## config.mk

```make
export PLATFORM = sky130hd
export DESIGN_NAME = button_press_gesture_classifier
export DESIGN_NICKNAME = d
export VERILOG_FILES = /design/src/bpgc_pkg.sv /design/src/bpgc_core.sv /design/src/button_press_gesture_classifier.sv
export SDC_FILE = /design/constraint.sdc
export NUM_CORES = 1
export LEC_CHECK = 0
export ABC_AREA = 1
export BUFFER_PORTS_ARGS = -buffer_cell sky130_fd_sc_hd__clkbuf_2
export CAP_MARGIN = 20
export CORE_MARGIN = 2
export CORE_UTILIZATION = 50
export DETAILED_ROUTE_END_ITERATION = 12
export PLACE_DENSITY = 0.69
export SYNTH_ARGS = -nofsm -noshare
export SYNTH_HDL_FRONTEND = slang
export SYNTH_SLANG_ARGS = --single-unit
```

## constraint.sdc

```tcl
create_clock -name clk -period 4.4 [get_ports clk]
set_clock_uncertainty 0.2 [all_clocks]
set_input_delay 0.44 -clock clk [delete_from_list [all_inputs] [get_ports clk]]
set_output_delay 0.44 -clock clk [all_outputs]
set_load 0.03 [all_outputs]
```

## src/bpgc_pkg.sv

```systemverilog
// Shared types and constants for the button press gesture classifier.
// No dependencies; imported by bpgc_core, button_press_gesture_classifier and the bench.
`default_nettype none

package bpgc_pkg;

  localparam int unsigned KEY_W   = 10;
  localparam int unsigned MS_W    = 16;
  localparam int unsigned CODE_W  = 4;
  localparam int unsigned GEST_W  = 2;
  localparam int unsigned CIDX_W  = 3;
  localparam int unsigned CDATA_W = 16;

  localparam logic [MS_W-1:0]   MS_MAX        = '1;
  localparam logic [CODE_W-1:0] CODE_NONE     = 4'd0;
  localparam logic [CODE_W-1:0] CODE_MAX      = 4'd9;

  localparam logic [KEY_W-1:0]  TARGET_KEY_RST = 10'd0;
  localparam logic [MS_W-1:0]   SHORT_LIM_RST  = 16'd500;
  localparam logic [MS_W-1:0]   DBL_WIN_RST    = 16'd300;

  // gesture codes on the result
  localparam logic [GEST_W-1:0] GEST_SHORT  = 2'd0;
  localparam logic [GEST_W-1:0] GEST_LONG   = 2'd1;
  localparam logic [GEST_W-1:0] GEST_DOUBLE = 2'd2;

  // input item kinds and key values
  localparam logic       ACT_TICK    = 1'b0;
  localparam logic [1:0] KEY_RELEASE = 2'd0;
  localparam logic [1:0] KEY_PRESS   = 2'd1;

  // configuration register indexes
  typedef enum logic [CIDX_W-1:0] {
    REG_TARGET_KEY  = 3'd0,
    REG_SHORT_LIMIT = 3'd1,
    REG_DBL_WINDOW  = 3'd2,
    REG_SHORT_CODE  = 3'd3,
    REG_LONG_CODE   = 3'd4,
    REG_DBL_CODE    = 3'd5
  } cfg_reg_t;

  typedef struct packed {
    logic [KEY_W-1:0]  target_key;
    logic [MS_W-1:0]   short_limit;
    logic [MS_W-1:0]   dbl_window;
    logic [CODE_W-1:0] short_code;
    logic [CODE_W-1:0] long_code;
    logic [CODE_W-1:0] dbl_code;
  } cfg_t;

  typedef struct packed {
    logic             action;
    logic [KEY_W-1:0] key_code;
    logic [1:0]       key_value;
  } item_t;

  typedef struct packed {
    logic              valid;
    logic [GEST_W-1:0] gesture;
    logic [CODE_W-1:0] code;
  } result_t;

  // codes above nine mean "none"
  function automatic logic [CODE_W-1:0] eff_code(input logic [CODE_W-1:0] c);
    return (c > CODE_MAX) ? CODE_NONE : c;
  endfunction

endpackage

`default_nettype wire

```

## src/bpgc_core.sv

```systemverilog
// Gesture state registers and the per-item update/classify logic.
// Depends on bpgc_pkg.
`default_nettype none

module bpgc_core (
  input  wire logic             clk,
  input  wire logic             rst,
  input  wire logic             step,
  input  wire bpgc_pkg::item_t  item,
  input  wire bpgc_pkg::cfg_t   cfg,
  output bpgc_pkg::result_t     res
);
  import bpgc_pkg::*;

  logic [MS_W-1:0] elapsed, elapsed_next;
  logic            pressed, pressed_next;
  logic [1:0]      short_cnt, short_cnt_next;
  logic            long_fired, long_fired_next;
  logic            held, held_next;

  logic [MS_W-1:0]   elapsed_inc;
  logic [1:0]        short_cnt_inc;
  logic [CODE_W-1:0] sc, lc, dc;
  logic              hit;
  logic [GEST_W-1:0] gest;
  logic [CODE_W-1:0] code;

  assign sc = eff_code(cfg.short_code);
  assign lc = eff_code(cfg.long_code);
  assign dc = eff_code(cfg.dbl_code);

  assign elapsed_inc   = (elapsed != MS_MAX) ? elapsed + 1'b1 : elapsed;
  assign short_cnt_inc = (short_cnt != 2'd3) ? short_cnt + 1'b1 : short_cnt;

  always_comb begin
    elapsed_next    = elapsed;
    pressed_next    = pressed;
    short_cnt_next  = short_cnt;
    long_fired_next = long_fired;
    held_next       = held;
    hit             = 1'b0;
    gest            = GEST_SHORT;
    code            = CODE_NONE;
    if (step) begin
      if (item.action == ACT_TICK) begin
        elapsed_next = elapsed_inc;
        // pending single short release timed out: plain short press
        priority if (dc != CODE_NONE && short_cnt == 2'd1 &&
                      elapsed_inc >= cfg.dbl_window) begin
          short_cnt_next  = 2'd0;
          pressed_next    = 1'b0;
          long_fired_next = 1'b0;
          hit  = 1'b1;
          gest = GEST_SHORT;
          code = sc;
        end else if (lc != CODE_NONE && pressed && held && !long_fired &&
                     elapsed_inc >= cfg.short_limit) begin
          short_cnt_next  = 2'd0;
          pressed_next    = 1'b0;
          long_fired_next = 1'b1;
          hit  = 1'b1;
          gest = GEST_LONG;
          code = lc;
        end else begin
          // nothing due on this tick
        end
      end else if (item.key_code == cfg.target_key) begin
        if (item.key_value == KEY_PRESS) begin
          elapsed_next    = '0;
          pressed_next    = 1'b1;
          long_fired_next = 1'b0;
          held_next       = 1'b1;
        end else if (item.key_value == KEY_RELEASE && held) begin
          held_next = 1'b0;
          if (!long_fired && elapsed < cfg.short_limit) begin
            priority if (dc == CODE_NONE) begin
              short_cnt_next  = 2'd0;
              pressed_next    = 1'b0;
              long_fired_next = 1'b0;
              hit  = 1'b1;
              gest = GEST_SHORT;
              code = sc;
            end else if (short_cnt_inc > 2'd1) begin
              short_cnt_next  = 2'd0;
              pressed_next    = 1'b0;
              long_fired_next = 1'b0;
              hit  = 1'b1;
              gest = GEST_DOUBLE;
              code = dc;
            end else begin
              short_cnt_next = short_cnt_inc;
            end
          end
        end
      end
    end
  end

  assign res.valid   = hit && (code != CODE_NONE);
  assign res.gesture = gest;
  assign res.code    = code;

  always_ff @(posedge clk) begin
    if (rst) begin
      elapsed    <= '0;
      pressed    <= 1'b0;
      short_cnt  <= 2'd0;
      long_fired <= 1'b0;
      held       <= 1'b0;
    end else begin
      elapsed    <= elapsed_next;
      pressed    <= pressed_next;
      short_cnt  <= short_cnt_next;
      long_fired <= long_fired_next;
      held       <= held_next;
    end
  end

  // a second short release always resolves to a double, so the count stays at 0 or 1
  a_short_cnt_low: assert property (@(posedge clk) disable iff (rst)
    short_cnt == 2'd0 || short_cnt == 2'd1)
    else $error("short release count above one");

  // a long press consumes the pending press
  a_long_clears_press: assert property (@(posedge clk) disable iff (rst)
    !(long_fired && pressed))
    else $error("long fired with press still pending");

  // a press always restarts the tick count
  a_press_restarts: assert property (@(posedge clk) disable iff (rst)
    step && item.action != ACT_TICK && item.key_code == cfg.target_key &&
    item.key_value == KEY_PRESS |=> elapsed == '0 && held)
    else $error("press did not restart timing");

endmodule

`default_nettype wire

```

## src/button_press_gesture_classifier.sv

```systemverilog
// Requests pass through the input register and are evaluated there by bpgc_core;
//   a result, if any, is then registered in the output register.
// Throughput: one request per cycle while no held result stalls; the state update
//   in bpgc_core is the only loop. A held result stalls the full input register; item_ready follows result_ready.
// Reset (rst, synchronous): gesture state cleared, registers to their defaults.
// Top level of the button press gesture classifier; depends on bpgc_pkg, bpgc_core.
`default_nettype none

module button_press_gesture_classifier #(
  parameter logic [bpgc_pkg::KEY_W-1:0] TargetKeyRst = bpgc_pkg::TARGET_KEY_RST,
  parameter logic [bpgc_pkg::MS_W-1:0]  ShortLimRst  = bpgc_pkg::SHORT_LIM_RST,
  parameter logic [bpgc_pkg::MS_W-1:0]  DblWinRst    = bpgc_pkg::DBL_WIN_RST
) (
  input  wire logic                           clk,
  input  wire logic                           rst,
  // configuration write channel
  input  wire logic                           cfg_valid,
  output logic                                cfg_ready,
  input  wire logic [bpgc_pkg::CIDX_W-1:0]    cfg_index,
  input  wire logic [bpgc_pkg::CDATA_W-1:0]   cfg_data,
  // input requests: ticks and key events
  input  wire logic                           item_valid,
  output logic                                item_ready,
  input  wire logic                           action,
  input  wire logic [bpgc_pkg::KEY_W-1:0]     key_code,
  input  wire logic [1:0]                     key_value,
  // recognized gestures
  output logic                                result_valid,
  input  wire logic                           result_ready,
  output logic [bpgc_pkg::GEST_W-1:0]         gesture,
  output logic [bpgc_pkg::CODE_W-1:0]         action_code
);
  import bpgc_pkg::*;

  // ---------------------------------------------------------------
  // Configuration registers. The user must write only while idle, so
  // no hazard against the evaluate stage; the block does not enforce it; cfg is always ready.
  // ---------------------------------------------------------------
  cfg_t cfg;

  assign cfg_ready = 1'b1;

  always_ff @(posedge clk) begin
    if (rst) begin
      cfg.target_key  <= TargetKeyRst;
      cfg.short_limit <= ShortLimRst;
      cfg.dbl_window  <= DblWinRst;
      cfg.short_code  <= CODE_NONE;
      cfg.long_code   <= CODE_NONE;
      cfg.dbl_code    <= CODE_NONE;
    end else if (cfg_valid) begin
      unique case (cfg_reg_t'(cfg_index))
        REG_TARGET_KEY:  cfg.target_key  <= cfg_data[KEY_W-1:0];
        REG_SHORT_LIMIT: cfg.short_limit <= cfg_data[MS_W-1:0];
        REG_DBL_WINDOW:  cfg.dbl_window  <= cfg_data[MS_W-1:0];
        REG_SHORT_CODE:  cfg.short_code  <= cfg_data[CODE_W-1:0];
        REG_LONG_CODE:   cfg.long_code   <= cfg_data[CODE_W-1:0];
        REG_DBL_CODE:    cfg.dbl_code    <= cfg_data[CODE_W-1:0];
        default: ;  // unknown index: dropped
      endcase
    end
  end

  // ---------------------------------------------------------------
  // Input register. Holds one request; it advances into the core
  // when the output register is free or being drained.
  // ---------------------------------------------------------------
  logic  stg_valid, stg_valid_next;
  item_t stg_item;
  logic  advance;
  logic  item_acc;

  assign advance    = stg_valid && (!result_valid || result_ready);
  assign item_ready = !stg_valid || advance;
  assign item_acc   = item_valid && item_ready;

  always_comb begin
    stg_valid_next = stg_valid;
    if (item_acc)     stg_valid_next = 1'b1;
    else if (advance) stg_valid_next = 1'b0;
  end

  always_ff @(posedge clk) begin
    if (rst) stg_valid <= 1'b0;
    else     stg_valid <= stg_valid_next;
  end

  // payload needs no reset
  always_ff @(posedge clk) begin
    if (item_acc) begin
      stg_item.action    <= action;
      stg_item.key_code  <= key_code;
      stg_item.key_value <= key_value;
    end
  end

  // ---------------------------------------------------------------
  // Classifier: state update and gesture decision for one request.
  // ---------------------------------------------------------------
  result_t res;

  bpgc_core u_core (
    .clk  (clk),
    .rst  (rst),
    .step (advance),
    .item (stg_item),
    .cfg  (cfg),
    .res  (res)
  );

  // ---------------------------------------------------------------
  // Output register. Loaded only when the evaluated request yields a
  // gesture with a nonzero action code.
  // ---------------------------------------------------------------
  logic result_valid_next;

  always_comb begin
    result_valid_next = result_valid;
    if (advance && res.valid) result_valid_next = 1'b1;
    else if (result_ready)    result_valid_next = 1'b0;
  end

  always_ff @(posedge clk) begin
    if (rst) result_valid <= 1'b0;
    else     result_valid <= result_valid_next;
  end

  always_ff @(posedge clk) begin
    if (advance && res.valid) begin
      gesture     <= res.gesture;
      action_code <= res.code;
    end
  end

  // ---------------------------------------------------------------
  // Checks
  // ---------------------------------------------------------------
  a_code_range: assert property (@(posedge clk) disable iff (rst)
    result_valid |-> action_code != CODE_NONE && action_code <= CODE_MAX)
    else $error("result with bad action code");

  a_gest_range: assert property (@(posedge clk) disable iff (rst)
    result_valid |-> gesture == GEST_SHORT || gesture == GEST_LONG ||
                     gesture == GEST_DOUBLE)
    else $error("result with bad gesture");

  // a stalled request must stay put in the input register
  a_stage_hold: assert property (@(posedge clk) disable iff (rst)
    stg_valid && result_valid && !result_ready |=> stg_valid && $stable(stg_item))
    else $error("input register lost a stalled request");

  a_ready_free: assert property (@(posedge clk) disable iff (rst)
    !stg_valid |-> item_ready)
    else $error("empty input register refused a request");

endmodule

`default_nettype wire

```

== Word-level counts from Yosys, hierarchy flattened ==
Index checks and enable logic that the tools add are counted.
Storage, ports and cells
  flip-flop bits (word level): 96
  output and inout bits: 9
  logic and storage cells: 148
Cells by class
  add/subtract/negate cells: 2
  magnitude comparators: 7
  eq/ne operators: 18
  multiplexer cells: 66
  reduce and logical (&&, ||, !) cells: 37
Operator list (number)
  16-bit 2-to-1 mux: 4
  4-bit 2-to-1 mux: 13
  2-bit 2-to-1 mux: 18
  16-bit greater-or-equal comparator: 2
  1-bit 2-to-1 mux: 31
  16-bit by 1-bit adder with 16-bit output (second input constant): 1
  16-bit less-than comparator: 1
  16-bit inequality test (second input constant): 1
  4-bit > comparator (second input constant): 3
  1-bit logical AND: 12
  2-bit AND reduction: 6
  6-bit AND reduction: 2
  4-bit nonzero test: 3
  10-bit == test: 1
  2-bit by 1-bit inequality test with 1-bit output (second input constant): 4
  3-bit by 2-bit == test with 1-bit output (second input constant): 2
  3-bit == test (second input constant): 2
  3-bit by 1-bit inequality test with 1-bit output (second input constant): 2
  2-bit nonzero test: 3
  2-bit by 1-bit == test with 1-bit output (second input constant): 2
  4-bit logical NOT: 1
  2-bit inequality test (second input constant): 2
  4-bit by 1-bit inequality test with 1-bit output (second input constant): 1
  4-bit AND reduction: 1
  other kinds (9): 12

== Longest topological paths before layout ==
Gate-level depths: netlist (run 1).
  depth after elaboration: 15
  depth in mapped cells: 26
  gate-level depth less buffers: 26

== Modules after synthesis ==
From an unflattened synthesis (run 1), not the netlist that was laid out.
Second synthesis, totals
  cells, all modules: 843
  area total of the unflattened synthesis: 5836.8 um2
Modules (own cells, without submodules)
  bpgc_core: times used 1, cells an instance 491, area an instance 2969.1 um2, seq. area each 420.4 um2
  button_press_gesture_classifier: times used 1, cells an instance 352, area an instance 2867.8 um2, seq. area each 1691.6 um2

== Least setup slack after synthesis (run 1) ==
OpenSTA, ideal clock, no wires.
  path type: reg2reg
  start: register u_core.elapsed[0]
  end: register action_code[0] (netlist bit), enable pin
  setup time: 282 ps
  arrival time: 2876 ps
  required time: 3918 ps
  slack: 1042 ps
  stages on the path, launching flop included: 24
  buffers on the path: 0
  period minus slack after synthesis: 3358 ps
  cell sequence: dfxtp_1 > ha_1 > inv_1 > nor3_4 > nand2_2 > nor3_2 > nand3_2 > clkinv_2 > nand2_2 > nand3_2 > xor2_1 > ha_1 > nand2_1 > nand2_1 > nand2_1 > nand2_1 > a21oi_1 > nand3_1 > nand2_2 > nand2_1 > nand3_1 > nand2_1 > nor2_1 > nand2_1
RTL lines
  from (decl): RTL line bpgc_core.sv:15  | logic [MS_W-1:0] elapsed, elapsed_next;
  from (signal assigned): RTL line bpgc_core.sv:111  | elapsed <= elapsed_next;
  to (signal assigned): RTL line button_press_gesture_classifier.sv:131  | action_code <= res.code;
  to (decl): RTL line button_press_gesture_classifier.sv:31  | output logic [bpgc_pkg::CODE_W-1:0] action_code

==> flow_summary.toml, run 1 <==
[die]
coreArea_mm2 = 0.01042
fp-row-count = 37
die_area_mm2 = 0.01167
io_pins = 46
die_height_um = 108.0
die_w_um = 108.0
initial_utilization = 0.5194

[setup_path]
required_ps = 4300
critPathBufInv = 2
worstPathArrival_ps = 3900
max_stage_delay_ps = 410
cp_max_fo = 6
crit_family = "simple AND/OR/NAND/NOR gates"
end_kind = "register"
path_class = "reg2reg"
startpoint_type = "register"
crit_chain = "ha_1, inv_1, nor3_4, nand2_2, nor3_2, nand3_2, clkinv_2, nand2_2, nand3_2, xor2_1, ha_1, nand2_1, nand2_1, nand2_1, nand2_1, a21oi_1, nand3_1, nand2_2, nand2_1, nand3_1, nand2_1, nor2_1, nand2_1"
cp_common_cell = "nand2_1"
slowest_stage = "dfxtp_1"

[cts]
clock_latency_ps = 390
cts_inserted_buffers = 9
cts_resized = 0
clock_path_buffers = 2
clkSlewWorstSetupHoldPaths_ps = 100
cts_setup_buffers = 0
tritoncts = "done"
hold_buffers = 0
cts_root_buf = "clkbuf_8"
cts_num_sinks = 96
htree_levels = 3

[synthesis]
ys_types = 38
synth_fp_nets = 819
synthCells = 734
ys_seq_elements = 96
synth-seq-area-share = 0.3904
synth_warnings = 0
synth_top_cell_by_area = "dfxtp_1"
syn_area_per_cell_um2 = 7.371
yosysTopAreaCellShare = 0.2849
yosys-top-cells-area = "dfxtp_1, ha_1, edfxtp_1, nand2_1, inv_1"
syn_area_mm2 = 0.005410

[sta]
whs_ps = 27.57
rsz0062_at_grt = "no"
fin_crit_ps = 4003
timing.fmax_mhz = 249.8
report.final.slew_viol_count = 0
setup-violations-final = 0
setup_tns_ps = 0
hold_viol = 0
worstMarginPinSlew_ps = 888.0
maxSlewHeadroom = 0.4073
fin_crit_sh = 0.9098

[global_route]
overflow = 0
grt_max_degree = 36
grt.total_usage = 0.2398
grt_pass1_wl_um = 21490
grt_pass1_vias = 4481
antenna_found_initial = 1

[placed_design]
hpwl_um = 10080
port_buffers = 44
gp_congestion = 0.8779

[layout]
syn_to_final_growth_pct = 10.34
fillers = 996
final_common_cell = "nand2_1"
mostFrequentLayoutCells = "nand2_1, inv_1, nor2_1"
drive_gt1_frac = 0.1076
layout.nets = 861
n_antenna_cell = 0

[status]
status = "finished clean"

[min_path]
hp-class = "in2reg"

[routing]
wl_um = 13090
dr.pass1.iters = 5
viasPerCell = 5.293
routedWlPerCell_um = 14.27
drc_errors = 0
ant_nets = 0
vias = 4854
drt_iter0_drc = 260

[pwr]
leakagePower_nw = 2.808
power.density_mw_per_mm2 = 282.4
ir_drop_mv = 0.2677

[flow_run]
max_cap_viol_count = 0
## cells in the mapped netlist, drive strengths merged
| library cell | number |
|---|---|
| a2111oi | 1 |
| a211o | 1 |
| a211oi | 1 |
| a21o | 2 |
| a21oi | 76 |
| a22oi | 1 |
| a31oi | 5 |
| buf | 3 |
| clkbuf | 14 |
| clkinv | 1 |
| conb | 1 |
| dfxtp | 77 |
| edfxtp | 19 |
| ha | 48 |
| inv | 109 |
| mux2 | 1 |
| nand2 | 148 |
| nand3 | 33 |
| nand3b | 1 |
| nand4 | 5 |
| nor2 | 85 |
| nor3 | 18 |
| nor4 | 1 |
| o211ai | 10 |
| o21ai | 56 |
| o21bai | 1 |
| or2 | 1 |
| xnor2 | 8 |
| xor2 | 7 |
## worst register-to-register path, cell delays in order (launching register included)
cell      delay [ps]
dfxtp_1          410
ha_1             200
inv_1             90
nor3_4           240
nand2_2           80
nor3_2           200
nand3_2          130
clkinv_2          90
nand2_2           90
nand3_2           90
xor2_1           280
ha_1             310
nand2_1           60
nand2_1           40
nand2_1           50
nand2_1           40
a21oi_1          130
nand3_1          230
nand2_2          200
nand2_1           80
nand3_1           70
nand2_1           80
nor2_1           140
nand2_1          190
## state kept, by name, summed over array words and instances, names as in the netlist
signal             flops
cfg                   54
u_core.elapsed        16
stg_item              13
action_code            4
gesture                2
u_core.short_cnt       2
result_valid           1
stg_valid              1
u_core.held            1
u_core.long_fired      1
u_core.pressed         1
## worst paths after layout
| kind | startpoint | end | slack (ps) | depth (start not counted) |
|---|---|---|---|---|
| setup / recovery | u_core.elapsed[1] | action_code[1] | 400 | 23 |
| hold reg to reg | cfg[16] | cfg[16] | 270 | 2 |
| hold / removal | key_code[2] | stg_item[4] | 30 | 1 |
| setup reg to reg | u_core.elapsed[1] | action_code[1] | 400 | 23 |
## area by class of cell
| type | count | area (um^2) | share of cell area |
|---|---|---|---|
| Timing Repair Buffer | 48 | 250.2 | 0.04192 |
| Multi-Input combinational cell | 511 | 2814 | 0.4714 |
| Clock inverter | 4 | 32.53 | 0.005450 |
| Sequential cell | 96 | 2112 | 0.3538 |
| Inverter | 110 | 414.1 | 0.06938 |
| Tap cell | 136 | 170.2 | 0.02851 |
| Clock buffer | 12 | 176.4 | 0.02955 |
## per-layer routing
metal / part of all wire / track usage
met1: 0.47 / 0.3160
met2: 0.46 / 0.3886
met3: 0.049 / 0.04641
met4: 0.022 / 0.09524
met5: 0.00092 / 0
## power by group
part           total (mW)  internal, mW  switching [mW]
Clock               0.606         0.276           0.330
Sequential          0.933         0.921          0.0117
Combinational       0.147        0.0498          0.0968
Total                1.69          1.25           0.439
## metrics by stage
stage	power [mW]	instance area [um^2]	setup WS [ps]	std cells	util
floorplan	1.045	5410	1042	734	-
global placement	1.094	5761	557.5	901	0.5530
detailed placement	1.099	5761	463.3	901	0.5530
CTS	1.699	5969	439.5	917	0.5731
global route	1.764	5969	45.79	917	0.5731
finish	1.686	5969	397.0	917	0.5731
## kinds of logic (layout without fill, tap and decap cells)
group,count (synthesis),in the layout,synth area share
other cells,1,1,0.0006931
mux,1,1,0.002081
simple gates,292,292,0.2294
buf+inv,127,174,0.08950
flops,96,96,0.3904
xor+xnor,15,15,0.02428
compound gates,154,154,0.1526
fa+ha+maj,48,48,0.1110
(Power assumes the default switching activity.)
==> run 2, diff against run 1 <==
- clock period: 4.4 -> 5 ns (I/O delays scaled with it)
==> flow_summary.toml, run 2 (synthesized netlist as in run 1, its figures left out) <==
[global_route]
grt_pass1_vias = 4488
met2_usage = 0.3702
antenna_found_initial = 1
gr-max-usage-layer = "met2"
grt_max_degree = 52
grtUsageMet3 = 0.05003
grt_use_met1 = 0.3151
grt_pass1_wl_um = 21300
grt.total_usage = 0.2353
overflow = 0

[setup_path]
path_class = "reg2reg"
worstPathArrival_ps = 3930
rrSetupSlack_ps = 960
reg2regPathDepth = 20
end_kind = "register"
cp_max_fo = 6
rr_endpoint = "action_code[3]"
required_ps = 4900
r2r-start = "u_core.elapsed[1]"
startpoint_type = "register"

[die]
die_area_mm2 = 0.01167
initial_utilization = 0.5194
die_height_um = 108.0
coreArea_mm2 = 0.01042
die_w_um = 108.0
fp-row-count = 37
io_pins = 46

[sta]
worstMarginPinSlew_ps = 690.5
setup_tns_ps = 0
setup-violations-final = 0
fin_crit_ps = 4036
whs_ps = 85.90
hold_viol = 0
timing.fmax_mhz = 247.7
fin_ws_ps = 963.6
rsz0062_at_grt = "no"
maxSlewHeadroom = 0.5391
report.final.slew_viol_count = 0
fin_crit_sh = 0.8073

[cts]
htree_levels = 3
cts_inserted_buffers = 9
cts_setup_buffers = 0
cts_root_buf = "clkbuf_8"
cts_resized = 0
cts_num_sinks = 96
tritoncts = "done"
clkSlewWorstSetupHoldPaths_ps = 100
clock_path_buffers = 2
hold_buffers = 0
clock_latency_ps = 380

[layout]
syn_to_final_growth_pct = 10.08
register_area_mm2 = 0.002112
mostFrequentLayoutCells = "nand2_1, inv_1, nor2_1"
top_register = "cfg"
drive_gt1_frac = 0.1063
final_common_cell = "nand2_1"
fillers = 975
reg_top3 = "cfg x54, u_core.elapsed x16, stg_item x13"
fin_util = 0.5718
layout.nets = 861
n_antenna_cell = 0
multi_input_area_mm2 = 0.002814
largest_reg_flops = 54

[pwr]
p_int_mw = 1.073
p_sw_uw = 386.7
ir_drop_mv = 0.2799
power.density_mw_per_mm2 = 245.1
switching_share = 0.2649
share_seq_of_total_power = 0.562
clkPwrFrac = 0.350
p_comb_frac = 0.088
leakagePower_nw = 2.800
fin_total_pwr_mw = 1.460

[placed_design]
gp_congestion = 0.8812
preCtsSetupSlack_ps = 1009
hpwl_um = 9955
port_buffers = 44

[min_path]
hold_start = "key_code[8]"
hp-class = "in2reg"
holdPathStages = 1
hold_path_end = "stg_item[10]"

[routing]
routedWlPerCell_um = 14.08
drt_iter0_drc = 313
viasPerCell = 5.214
drc_errors = 0
wl_um = 12910
dr.pass1.iters = 6
ant_nets = 0
vias = 4781

[status]
status = "finished clean"

[flow_run]
max_cap_viol_count = 0
## run 2: changes by cell type in the layout (fill, tap and decap cells not counted), sizes merged
cell    change
clkinv      -1
clkbuf      -1
inv         +2
## run 2: cell type report
cell class                      instances  share of cell area
Clock buffer                           11             0.02563
Clock inverter                          5            0.007143
Inverter                              110             0.06954
Multi-Input combinational cell        511              0.4725
Sequential cell                        96              0.3546
Tap cell                              136             0.02857
Timing Repair Buffer                   48             0.04202
## run 2: power groups by stage
stage | sequential [mW] | combinational (mW) | clock (mW)
2_1_floorplan | 0.836 | 0.0840 | 0
3_3_place_gp | 0.838 | 0.125 | 0
3_5_place_dp | 0.839 | 0.128 | 0
4_1_cts | 0.821 | 0.129 | 0.520
5_1_grt | 0.824 | 0.148 | 0.554
6_report | 0.821 | 0.129 | 0.510
## run 2: worst max path at each step
stage	startpoint	end	slack, ps
2_1_floorplan	u_core.elapsed[0]	action_code[0]	1640
4_1_cts	u_core.elapsed[1]	action_code[3]	970
3_5_place_dp	u_core.elapsed[1]	gesture[1]	1010
5_1_grt	u_core.elapsed[1]	action_code[3]	530
3_3_place_gp	u_core.elapsed[1]	gesture[0]	1170
6_report	u_core.elapsed[1]	action_code[3]	960
## run 2: worst max-delay path, stage by stage, from the launching register on
cell and delay, ps:
dfxtp_1 410, ha_1 220, inv_1 100, nor3_4 250, nand2_2 80, nor3_2 200
nand3_2 130, clkinv_2 90, a21oi_1 70, xor2_1 290, ha_1 310, a21oi_1 200
nand2_1 90, a21oi_1 130, nand3_1 240, nand2_2 200, nand2_1 70, nand3_1 70
nand2_1 70, nor2_1 140, nand2_1 190
## run 2: metal layers
metal	part of all wire	vias to the layer above
met2	0.45	135
met5	0.0010	-
met3	0.053	31
li1	-	2483
met4	0.025	2
met1	0.47	2130
## run 2: stage by stage
step | std cells | area [um^2]
6_report | 917 | 5956
5_1_grt | 917 | 5956
4_1_cts | 917 | 5956
3_5_place_dp | 901 | 5761
3_3_place_gp | 901 | 5761
2_1_floorplan | 734 | 5410
